===== config.mk =====
export PLATFORM = sky130hd
export DESIGN_NAME = mru_buffer_pool_with_pins_unit
export DESIGN_NICKNAME = d
export VERILOG_FILES = /design/src/sv/mbp_pkg.sv /design/src/sv/mru_buffer_pool_with_pins_unit.sv
export SDC_FILE = /design/constraint.sdc
export NUM_CORES = 2
export LEC_CHECK = 0
export ABC_AREA = 1
export BUFFER_PORTS_ARGS = -buffer_cell sky130_fd_sc_hd__buf_2
export CORE_MARGIN = 5
export CORE_UTILIZATION = 56
export DETAILED_ROUTE_END_ITERATION = 8
export GPL_ROUTABILITY_DRIVEN = 1
export PLACE_DENSITY = 0.76
export SLEW_MARGIN = 10
export SYNTH_ARGS = -nofsm -noshare
export SYNTH_HDL_FRONTEND = slang
export SYNTH_SLANG_ARGS = --single-unit

===== constraint.sdc =====
create_clock -name clock -period 10.2 [get_ports clock]
set_input_delay 3.06 -clock clock [delete_from_list [all_inputs] [get_ports clock]]
set_output_delay 3.06 -clock clock [all_outputs]
set_load 0.01 [all_outputs]

===== src/sv/mbp_pkg.sv =====
// mbp_pkg: shared types and codes for the buffer pool frame table.
// Used by mru_buffer_pool_with_pins_unit. No dependencies.
package mbp_pkg;

   localparam int FRAMES_DEF   = 16;
   localparam int TAG_BITS_DEF = 32;
   localparam int CSR_DATA_W   = 13;

   typedef enum logic [1:0] {
      CMD_READ  = 2'd0,
      CMD_WRITE = 2'd1,
      CMD_PIN   = 2'd2,
      CMD_UNPIN = 2'd3
   } cmd_type;

   typedef enum logic [2:0] {
      ST_HIT          = 3'd0,
      ST_FILL_FREE    = 3'd1,
      ST_FILL_EVICT   = 3'd2,
      ST_ALL_PINNED   = 3'd3,
      ST_PIN_DONE     = 3'd4,
      ST_NOT_RESIDENT = 3'd5
   } status_type;

   typedef enum logic [1:0] {
      CSR_SECTORS_PER_BLOCK = 2'd0,
      CSR_SECTOR_BYTES      = 2'd1,
      CSR_FRAMES_IN_USE     = 2'd2
   } csr_index_type;

   typedef enum logic [2:0] {
      FSM_IDLE,
      FSM_DIV,
      FSM_SCAN,
      FSM_DEC,
      FSM_UPD,
      FSM_OUT
   } fsm_type;

   typedef struct packed {
      cmd_type     cmd;
      logic [31:0] sector_num;
   } req_type;

   typedef struct packed {
      status_type  status;
      logic [3:0]  frame_slot;
      logic [19:0] byte_offset;
      logic [31:0] fill_block;
      logic [31:0] evicted_block;
      logic        writeback_needed;
      logic [31:0] total_accesses;
      logic [31:0] hit_count;
   } rsp_type;

endpackage


===== src/sv/mru_buffer_pool_with_pins_unit.sv =====
// Buffer pool frame table with MRU replacement, pin counts and dirty marks.
// Depends on mbp_pkg.
// Steps: a block divide, a scan over the frames, a decide step, an update pass
// (skipped on all-pinned / not-resident) and a load of the output, plus any wait
// on a stalled result. One item at a time: the next item is taken in the cycle
// after the result loads. Synchronous active-high reset empties the pool (valid
// flops), restores register defaults and clears counters; frame memory is not swept.
module mru_buffer_pool_with_pins_unit #(
   parameter int FRAMES   = mbp_pkg::FRAMES_DEF,
   parameter int TAG_BITS = mbp_pkg::TAG_BITS_DEF
) (
   input  logic                          clock,
   input  logic                          reset,
   input  logic                          req_valid,
   output logic                          req_stall,
   input  mbp_pkg::req_type              req_data,
   output logic                          rsp_valid,
   input  logic                          rsp_stall,
   output mbp_pkg::rsp_type              rsp_data,
   input  logic                          csr_we,
   input  logic [1:0]                    csr_index,
   input  logic [mbp_pkg::CSR_DATA_W-1:0] csr_wdata
);

   localparam int IW = (FRAMES > 1) ? $clog2(FRAMES) : 1;   // slot index / rank
   localparam int CW = $clog2(FRAMES + 1);                  // walk counter, occupancy

   typedef struct packed {
      logic [TAG_BITS-1:0] tag;
      logic                dirty;
      logic [7:0]          pins;
      logic [IW-1:0]       rank;
   } entry_type;

   // frame memory: one entry per frame, registered read
   entry_type mem [FRAMES];
   entry_type rd_ff;
   logic [IW-1:0] rd_addr;
   logic          wr_en;
   logic [IW-1:0] wr_addr;
   entry_type     wr_data;

   always_ff @(posedge clock) begin
      rd_ff <= mem[rd_addr];
      if (wr_en) begin
         mem[wr_addr] <= wr_data;
      end
   end

   // config registers
   logic [8:0]  spb_ff;
   logic [12:0] sbytes_ff;
   logic [4:0]  fiu_ff;

   // control
   mbp_pkg::fsm_type state_ff, state_in;
   logic [FRAMES-1:0] valid_ff;
   logic [CW-1:0]     cnt_ff;
   logic [5:0]        dcnt_ff;

   // item
   mbp_pkg::cmd_type cmd_ff;
   logic [31:0] quo_ff;
   logic [8:0]  rem_ff;
   logic [8:0]  dvs_ff;

   // scan results
   logic            hit_found_ff, free_found_ff, vic_found_ff;
   logic [IW-1:0]   hit_slot_ff, free_slot_ff, vic_slot_ff;
   logic [IW-1:0]   hit_rank_ff, vic_rank_ff;
   logic [TAG_BITS-1:0] vic_tag_ff;
   logic            vic_dirty_ff;
   logic [CW-1:0]   used_ff;

   // decision
   mbp_pkg::status_type status_ff;
   logic [IW-1:0]   tgt_ff;
   logic            pall_ff, pbelow_ff;
   logic [IW-1:0]   plim_ff;
   logic [19:0]     off_ff;
   logic [31:0]     evict_out_ff;
   logic            wb_out_ff;
   logic [31:0]     acc_ff, hits_ff;

   mbp_pkg::rsp_type rsp_ff;
   logic             rsp_valid_ff;

   // divider step
   logic [9:0] div_r;
   logic       div_ge;
   assign div_r  = {rem_ff, quo_ff[31]};
   assign div_ge = div_r >= {1'b0, dvs_ff};

   logic [TAG_BITS-1:0] tag_cur;
   assign tag_cur = TAG_BITS'(quo_ff);

   logic [IW-1:0] idx;
   assign idx = IW'(cnt_ff - CW'(1));

   logic [CW-1:0] lim;
   always_comb begin
      if (fiu_ff == 5'd0) lim = CW'(1);
      else if (32'(fiu_ff) > FRAMES) lim = CW'(FRAMES);
      else lim = CW'(fiu_ff);
   end

   logic [21:0] prod;
   assign prod = 22'(rem_ff) * 22'(sbytes_ff);

   logic cnt_last;
   assign cnt_last = (cnt_ff == CW'(FRAMES));

   assign req_stall = (state_ff != mbp_pkg::FSM_IDLE);
   assign rsp_valid = rsp_valid_ff;
   assign rsp_data  = rsp_ff;
   assign rd_addr   = cnt_last ? '0 : IW'(cnt_ff);

   // next state
   always_comb begin
      state_in = state_ff;
      unique case (state_ff)
         mbp_pkg::FSM_IDLE: if (req_valid) state_in = mbp_pkg::FSM_DIV;
         mbp_pkg::FSM_DIV:  if (dcnt_ff == 6'd31) state_in = mbp_pkg::FSM_SCAN;
         mbp_pkg::FSM_SCAN: if (cnt_last) state_in = mbp_pkg::FSM_DEC;
         mbp_pkg::FSM_DEC: begin
            if (cmd_ff == mbp_pkg::CMD_PIN || cmd_ff == mbp_pkg::CMD_UNPIN)
               state_in = hit_found_ff ? mbp_pkg::FSM_UPD : mbp_pkg::FSM_OUT;
            else if (!hit_found_ff && used_ff >= lim && !vic_found_ff)
               state_in = mbp_pkg::FSM_OUT;
            else
               state_in = mbp_pkg::FSM_UPD;
         end
         mbp_pkg::FSM_UPD:  if (cnt_last) state_in = mbp_pkg::FSM_OUT;
         mbp_pkg::FSM_OUT:  if (!rsp_valid_ff || !rsp_stall) state_in = mbp_pkg::FSM_IDLE;
         default:           state_in = mbp_pkg::FSM_IDLE;
      endcase
   end

   // update-pass write data: target entry rewritten, others maybe promoted
   always_comb begin
      wr_en   = (state_ff == mbp_pkg::FSM_UPD) && (cnt_ff != '0);
      wr_addr = idx;
      wr_data = rd_ff;
      if (idx == tgt_ff) begin
         case (status_ff)
            mbp_pkg::ST_PIN_DONE: begin
               if (cmd_ff == mbp_pkg::CMD_PIN) begin
                  if (rd_ff.pins != 8'hFF) wr_data.pins = rd_ff.pins + 8'd1;
               end else if (rd_ff.pins != 8'd0) begin
                  wr_data.pins = rd_ff.pins - 8'd1;
               end
            end
            mbp_pkg::ST_HIT: begin
               wr_data.rank = '0;
               if (cmd_ff == mbp_pkg::CMD_WRITE) wr_data.dirty = 1'b1;
            end
            default: begin      // fill, free or after eviction
               wr_data.tag   = tag_cur;
               wr_data.dirty = (cmd_ff == mbp_pkg::CMD_WRITE);
               wr_data.pins  = 8'd0;
               wr_data.rank  = '0;
            end
         endcase
      end else if (valid_ff[idx] && (pall_ff || (pbelow_ff && rd_ff.rank < plim_ff))) begin
         wr_data.rank = rd_ff.rank + IW'(1);
      end
   end

   always_ff @(posedge clock) begin
      if (reset) begin
         state_ff     <= mbp_pkg::FSM_IDLE;
         valid_ff     <= '0;
         rsp_valid_ff <= 1'b0;
         acc_ff       <= '0;
         hits_ff      <= '0;
         spb_ff       <= 9'd4;
         sbytes_ff    <= 13'd512;
         fiu_ff       <= 5'd16;
         cnt_ff       <= '0;
         dcnt_ff      <= '0;
      end else begin
         state_ff <= state_in;
         if (csr_we) begin
            case (csr_index)
               mbp_pkg::CSR_SECTORS_PER_BLOCK: spb_ff    <= csr_wdata[8:0];
               mbp_pkg::CSR_SECTOR_BYTES:      sbytes_ff <= csr_wdata[12:0];
               mbp_pkg::CSR_FRAMES_IN_USE:     fiu_ff    <= csr_wdata[4:0];
               default: ;
            endcase
         end
         // output state reloads the result register itself
         if (rsp_valid_ff && !rsp_stall && state_ff != mbp_pkg::FSM_OUT)
            rsp_valid_ff <= 1'b0;

         unique case (state_ff)
            mbp_pkg::FSM_IDLE: begin
               cnt_ff  <= '0;
               dcnt_ff <= '0;
               if (req_valid) begin
                  cmd_ff        <= req_data.cmd;
                  quo_ff        <= req_data.sector_num;
                  rem_ff        <= '0;
                  dvs_ff        <= (spb_ff == 9'd0) ? 9'd1 : spb_ff;
                  hit_found_ff  <= 1'b0;
                  free_found_ff <= 1'b0;
                  vic_found_ff  <= 1'b0;
                  used_ff       <= '0;
               end
            end
            mbp_pkg::FSM_DIV: begin
               dcnt_ff <= dcnt_ff + 6'd1;
               quo_ff  <= {quo_ff[30:0], div_ge};
               rem_ff  <= div_ge ? 9'(div_r - {1'b0, dvs_ff}) : div_r[8:0];
            end
            mbp_pkg::FSM_SCAN: begin
               cnt_ff <= cnt_last ? '0 : cnt_ff + CW'(1);
               if (cnt_ff != '0) begin
                  if (valid_ff[idx]) begin
                     used_ff <= used_ff + CW'(1);
                     if (!hit_found_ff && rd_ff.tag == tag_cur) begin
                        hit_found_ff <= 1'b1;
                        hit_slot_ff  <= idx;
                        hit_rank_ff  <= rd_ff.rank;
                     end
                     if (rd_ff.pins == 8'd0 && (!vic_found_ff || rd_ff.rank < vic_rank_ff)) begin
                        vic_found_ff <= 1'b1;
                        vic_slot_ff  <= idx;
                        vic_rank_ff  <= rd_ff.rank;
                        vic_tag_ff   <= rd_ff.tag;
                        vic_dirty_ff <= rd_ff.dirty;
                     end
                  end else if (!free_found_ff) begin
                     free_found_ff <= 1'b1;
                     free_slot_ff  <= idx;
                  end
               end
            end
            mbp_pkg::FSM_DEC: begin
               pall_ff      <= 1'b0;
               pbelow_ff    <= 1'b0;
               plim_ff      <= '0;
               evict_out_ff <= '0;
               wb_out_ff    <= 1'b0;
               off_ff       <= (prod > 22'hFFFFF) ? 20'hFFFFF : prod[19:0];
               tgt_ff       <= hit_slot_ff;
               if (cmd_ff == mbp_pkg::CMD_PIN || cmd_ff == mbp_pkg::CMD_UNPIN) begin
                  status_ff <= hit_found_ff ? mbp_pkg::ST_PIN_DONE : mbp_pkg::ST_NOT_RESIDENT;
               end else begin
                  if (acc_ff != 32'hFFFF_FFFF) acc_ff <= acc_ff + 32'd1;
                  if (hit_found_ff) begin
                     if (hits_ff != 32'hFFFF_FFFF) hits_ff <= hits_ff + 32'd1;
                     status_ff <= mbp_pkg::ST_HIT;
                     pbelow_ff <= 1'b1;
                     plim_ff   <= hit_rank_ff;
                  end else if (used_ff < lim) begin
                     status_ff         <= mbp_pkg::ST_FILL_FREE;
                     tgt_ff            <= free_slot_ff;
                     pall_ff           <= 1'b1;
                     valid_ff[free_slot_ff] <= 1'b1;
                  end else if (vic_found_ff) begin
                     status_ff    <= mbp_pkg::ST_FILL_EVICT;
                     tgt_ff       <= vic_slot_ff;
                     pbelow_ff    <= 1'b1;
                     plim_ff      <= vic_rank_ff;
                     evict_out_ff <= 32'(vic_tag_ff);
                     wb_out_ff    <= vic_dirty_ff;
                  end else begin
                     status_ff <= mbp_pkg::ST_ALL_PINNED;
                  end
               end
            end
            mbp_pkg::FSM_UPD: begin
               cnt_ff <= cnt_last ? '0 : cnt_ff + CW'(1);
            end
            mbp_pkg::FSM_OUT: begin
               if (!rsp_valid_ff || !rsp_stall) begin
                  rsp_valid_ff             <= 1'b1;
                  rsp_ff.status            <= status_ff;
                  rsp_ff.frame_slot        <= 4'd0;
                  rsp_ff.byte_offset       <= 20'd0;
                  rsp_ff.fill_block        <= 32'd0;
                  rsp_ff.evicted_block     <= evict_out_ff;
                  rsp_ff.writeback_needed  <= wb_out_ff;
                  rsp_ff.total_accesses    <= acc_ff;
                  rsp_ff.hit_count         <= hits_ff;
                  if (status_ff == mbp_pkg::ST_HIT || status_ff == mbp_pkg::ST_FILL_FREE ||
                      status_ff == mbp_pkg::ST_FILL_EVICT || status_ff == mbp_pkg::ST_PIN_DONE)
                     rsp_ff.frame_slot <= 4'(tgt_ff);
                  if (status_ff == mbp_pkg::ST_HIT || status_ff == mbp_pkg::ST_FILL_FREE ||
                      status_ff == mbp_pkg::ST_FILL_EVICT)
                     rsp_ff.byte_offset <= off_ff;
                  if (status_ff == mbp_pkg::ST_FILL_FREE || status_ff == mbp_pkg::ST_FILL_EVICT)
                     rsp_ff.fill_block <= quo_ff;
               end
            end
            default: ;
         endcase
      end
   end

endmodule

=== Yosys cells after proc, flatten, opt, wreduce, memory -nomap -nowiden ===
Memory sizes are Yosys's and may differ from the RTL's. A register that Yosys moved wholly into a read port is not among the register bits.
Index checks and enable logic that the tools add are counted.
Widths: inputs -> output; s select.

* Add/sub/neg operators: 10
* Multipliers: 1
* Order comparisons: 10
* Equality and inequality tests: 31
* Mux-type cells: 71
* Bitwise logic cells: 7
* Reductions and logical operators: 56

{| class="wikitable"
|+ Operators by type and width
! operator !! number
|-
| $add 32x1->32 const B || 2
|-
| $mux 32 || 2
|-
| $ne 32x32->1 const B || 2
|-
| $pmux 32 s2 || 1
|-
| $mux 4 || 11
|-
| $mux 41 || 1
|-
| $eq 32x32->1 || 1
|-
| $mux 5 || 6
|-
| $reduce_and 5->1 || 6
|-
| $mux 1 || 25
|-
| $mux 8 || 3
|-
| $gt 22x20->1 const B || 1
|-
| $mul 9x13->22 || 1
|-
| $ne 2x2->1 const B || 10
|-
| $pmux 5 s2 || 2
|-
| $mux 3 || 6
|-
| $mux 9 || 2
|-
| $pmux 3 s6 || 1
|-
| $pmux 9 s2 || 1
|-
| $or 16x16->16 || 1
|-
| $pmux 8 s2 || 1
|-
| $pmux 6 s2 || 1
|-
| $reduce_and 3->1 || 4
|-
| $reduce_and 6->1 || 2
|-
| 45 further kinds || 93
|}

* Flip-flop bits (word level): 457
* Bits in writable memories: 720
* Input port bits: 54
* Word-level logic and storage cells: 228
* Memories kept: 1

{| class="wikitable"
|+ Memory list
! memory !! depth !! bits a word !! rd ports !! clocked after memory_dff !! wr ports !! line !! text
|-
| mem || 16 || 45 || 1 || 1 || 1 || mru_buffer_pool_with_pins_unit.sv:36 || <nowiki>entry_type mem [FRAMES];</nowiki>
|}

=== Depth between registers and ports, before layout ===
* Word-level depth: 9
* Mapped depth: 22
* Mapped depth without buffers: 20

=== Worst setup path after synthesis ===
OpenSTA, ideal clock, no wires.

* Path kind: input to register
* Start point: input port reset
* End point: register rsp_ff, in the netlist rsp_data[0], enable pin
* Arrival: 10.108 ns
* Required time: 9.526 ns
* Path slack: -0.582 ns
* Stages: 5
* Path buffers: 2
* Path through: clkbuf_1 -> inv_1 -> clkbuf_1 -> nand2_1 -> nor2_1

* Cells in the longest elaborated chain, start to end: 2

{| class="wikitable"
|+ Ends and longest elaborated chain
! element !! line !! text
|-
| from (decl) || mru_buffer_pool_with_pins_unit.sv:13 || <nowiki>input logic reset,</nowiki>
|-
| $not 1->1 (no line) || - ||
|-
| $reduce_and 3->1 (no line) || - ||
|-
| to (decl) || mru_buffer_pool_with_pins_unit.sv:85 || <nowiki>mbp_pkg::rsp_type rsp_ff;</nowiki>
|}

Every way passes these cells.
A chain may end at the register's enable or synchronous reset.

=== Final worst setup path ===
* Start point: register rem_ff[4]
* End point: register off_ff[1] (data pin)

* Cells in the longest elaborated chain, start to end: 2

{| class="wikitable"
|+ Ends and longest elaborated chain
! element !! line !! text
|-
| from (decl) || mru_buffer_pool_with_pins_unit.sv:64 || <nowiki>logic [8:0] rem_ff;</nowiki>
|-
| from (signal assigned) || mru_buffer_pool_with_pins_unit.sv:213 || <nowiki>rem_ff <= div_ge ? 9'(div_r - {1'b0, dvs_ff}) : div_r[8:0];</nowiki>
|-
| $mul 9x13->22 || mru_buffer_pool_with_pins_unit.sv:108 || <nowiki>assign prod = 22'(rem_ff) * 22'(sbytes_ff);</nowiki>
|-
| $gt 22x20->1 || mru_buffer_pool_with_pins_unit.sv:244 || <nowiki>off_ff <= (prod > 22'hFFFFF) ? 20'hFFFFF : prod[19:0];</nowiki>
|-
| to (signal assigned) || mru_buffer_pool_with_pins_unit.sv:244 ||
|-
| to (decl) || mru_buffer_pool_with_pins_unit.sv:80 || <nowiki>logic [19:0] off_ff;</nowiki>
|}

Every way passes these cells.

==> results.py <==
metrics = {
    "die": {
        "core_region_area_sq_um": 96280,
        "ioPinCount": 212,
        "start_util_pct": 56.22,
        "die_w_microns": 320.9,
        "fp-row-count": 114,
        "die_h_microns": 320.9,
        "die_area_sq_um": 103000,
    },
    "cts": {
        "cts.path.max_buffers": 3,
        "cts_made_buffers": 117,
        "clkSlewWorstSetupHoldPaths_ns": 0.06,
        "clockRootBuffer": "clkbuf_16",
        "cts_resized": 0,
        "htreeDepth": 3,
        "holdBufCountCts": 0,
        "insertion_delay_ns": 0.72,
        "cts_tree": "yes",
        "cts_sinks": 1222,
        "cts_setup_buffers": 0,
    },
    "sta": {
        "finalHoldViolations": 0,
        "final.setup.tns_ns": 0,
        "setup_viol": 0,
        "rsz0062_at_grt": "false",
        "finalWorstSetupSlack_ns": 5.024,
        "holdWs_ns": 0.4161,
        "min_period_over_period_pct": 50.75,
        "maxSlewHeadroom_pct": 22.31,
        "tightest_slew_ns": 1.163,
        "slew_violations": 0,
        "timing.fmax_mhz": 193.2,
        "fin_worst_skew_ns": 0.04987,
        "period_needed_ns": 5.176,
    },
    "critical_path": {
        "critPathKind": "flip-flop to flip-flop",
        "startpoint_type": "flip-flop",
        "critPathRequiredTime_ns": 10.63,
        "cp_max_fo": 20,
        "arrival_ns": 5.61,
        "cp-end-kind": "flip-flop",
    },
    "pwr": {
        "irDropWorstVdd_mv": 0.2228,
        "p_leak_nw": 23.13,
        "power_density_nw_per_um2": 237.0,
    },
    "synthesis": {
        "synth_commonest_cells": "1055 x edfxtp_1, 980 x nand2_1, 637 x nor2_1",
        "synth-adder-area-share_pct": 4.655,
        "syn_area_sq_um": 54130,
        "synth_cell_types": 57,
        "synth_cells": 5028,
        "synthXorXnorAreaFrac_pct": 1.100,
        "synth_warnings": 0,
        "synth_top_family_by_area": "simple AND/OR/NAND/NOR gates",
        "yosys-top-cells-area": "edfxtp_1 59%, nand2_1 6.8%, dfxtp_1 6.2%",
        "ys_ff_latch": 1222,
        "ys.flop_type": "edfxtp_1",
        "synth-compound-area-share_pct": 7.882,
        "synth_most_common_cell": "edfxtp_1",
        "synth_simple_gate_area_share_pct": 15.57,
        "synthArstFlopShare_pct": 0,
        "avgSynthCellArea_sq_um": 10.77,
        "yosys-mux-area-fraction_pct": 0,
        "synth_top_area_share_pct": 58.53,
        "yosysTopAreaCell": "edfxtp_1",
        "synth_nets": 5236,
        "synth-edff-count": 1055,
        "ys_seq_area_share_pct": 64.70,
    },
    "detailed_routing": {
        "drtIter0Drc": 4863,
        "dr.pass1.iters": 6,
        "drc": 0,
        "vias": 37360,
        "ant_nets": 0,
        "wl_per_cell_microns": 20.14,
        "avgViaCountPerCell": 5.705,
        "finalWirelength_mm": 131.9,
    },
    "min_path": {
        "min_path_type": "flip-flop to flip-flop",
    },
    "global_routing": {
        "grt_max_degree": 204,
        "grt_pass1_vias": 36100,
        "grt_pass1_wl_mm": 203.8,
        "antenna_found_initial": 1,
        "grtUsageTotal_pct": 25.24,
        "grt_overflow": 0,
    },
    "job": {
        "maxCapViolCount": 0,
    },
    "finish": {
        "area_growth_pct": 10.97,
        "fin_nets": 5375,
        "drive_gt1_share_pct": 10.22,
    },
    "placed_design": {
        "dpl_worst_slack_ns": 4.497,
        "dp_hpwl_mm": 74.36,
        "portBuffers": 211,
        "gp_congestion": 0.8923,
    },
    "status": {
        "status": "finished clean",
    },
}
-- logic make-up after synthesis --
group	after synthesis
AO/OA/AOI/OAI	749
XOR/XNOR	68
adder cells (fa/ha/maj)	154
buffers and inverters	796
flip-flops	1222
AND/OR/NAND/NOR	2039
-- metal layers --
| metal | wire [microns] | part of all wire, % | GRT usage [%] | vias up |
|---|---|---|---|---|
| met5 | 0 | 0 | 0 | - |
| met4 | 4097 | 3.1 | 8.251 | 0 |
| met3 | 12060 | 9.1 | 4.090 | 277 |
| met2 | 63540 | 48 | 41.94 | 1871 |
| met1 | 52170 | 40 | 34.54 | 17920 |
| li1 | - | - | - | 17300 |
-- power breakdown --
part           leakage [nW]  internal [W]  switching [W]
sequential             10.9       0.00633       0.000271
combinational          10.3      0.000861        0.00240
clock                  1.93       0.00251        0.00187
total                  23.1       0.00970        0.00454
-- cell usage in the layout (no fill, tap or decap), types with 39 or more instances in the layout --
cell	n
edfxtp_1	1055
nand2_1	978
nor2_1	616
inv_1	550
o21ai_0	366
nand3_1	291
buf_2	210
dfxtp_1	165
clkbuf_16	122
a21oi_1	118
o211ai_1	93
o22ai_1	91
fa_1	79
ha_1	75
xor2_1	39
-- through the flow --
step           util [%]  cells  area [sq um]  total power [W]
6_report          62.39   6549         60070          0.01424
5_1_grt           62.39   6548         60070          0.01493
4_1_cts           62.38   6548         60060          0.01425
3_5_place_dp      58.29   6324         56120         0.009897
3_3_place_gp      58.29   6324         56120         0.009800
2_1_floorplan         -   5028         54130         0.008956
-- final cells by class --
class | instances | area, sq um
fillers | 7288 | 36210
flip-flops and latches | 1222 | 35030
multi-input cells | 3010 | 15990
clock buffers | 165 | 3314
inverters | 566 | 2136
well taps | 1276 | 1597
repair buffers | 250 | 1376
clock inverters | 59 | 621.8
diodes | 1 | 2.502
-- path summary, 6_finish.rpt --
path | start | slack (ns) | to | cells after the start
hold / removal | evict_out_ff[28] | 0.42 | rsp_data[93] | 0
setup / recovery | rem_ff[4] | 5.02 | off_ff[1] | 18
setup reg to reg | rem_ff[4] | 5.02 | off_ff[1] | 18
hold reg to reg | evict_out_ff[28] | 0.42 | rsp_data[93] | 0
-- worst max-delay path, cell delays in order, from the launching register on --
cell and delay [ns]:
edfxtp_1 0.80, nand2_1 0.11, inv_1 0.10, fa_1 0.45, fa_1 0.49, fa_1 0.57, inv_1 0.06, fa_1 0.53
inv_1 0.04, ha_1 0.33, a21oi_1 0.12, o21ai_0 0.31, inv_1 0.08, nand2_1 0.07, nand2_1 0.06, nand3_1 0.08
nand2_1 0.06, nand2_1 0.44, nand3_1 0.19
-- sequential cells by signal, indices dropped and copies added (netlist names), 16 cells and up --
name and count:
off_ff 20, rsp_data 156, mem 720, quo_ff 32
acc_ff 32, vic_tag_ff 32, evict_out_ff 32, valid_ff 16
hits_ff 32, rd_ff 45
(Power assumes the default switching activity.)
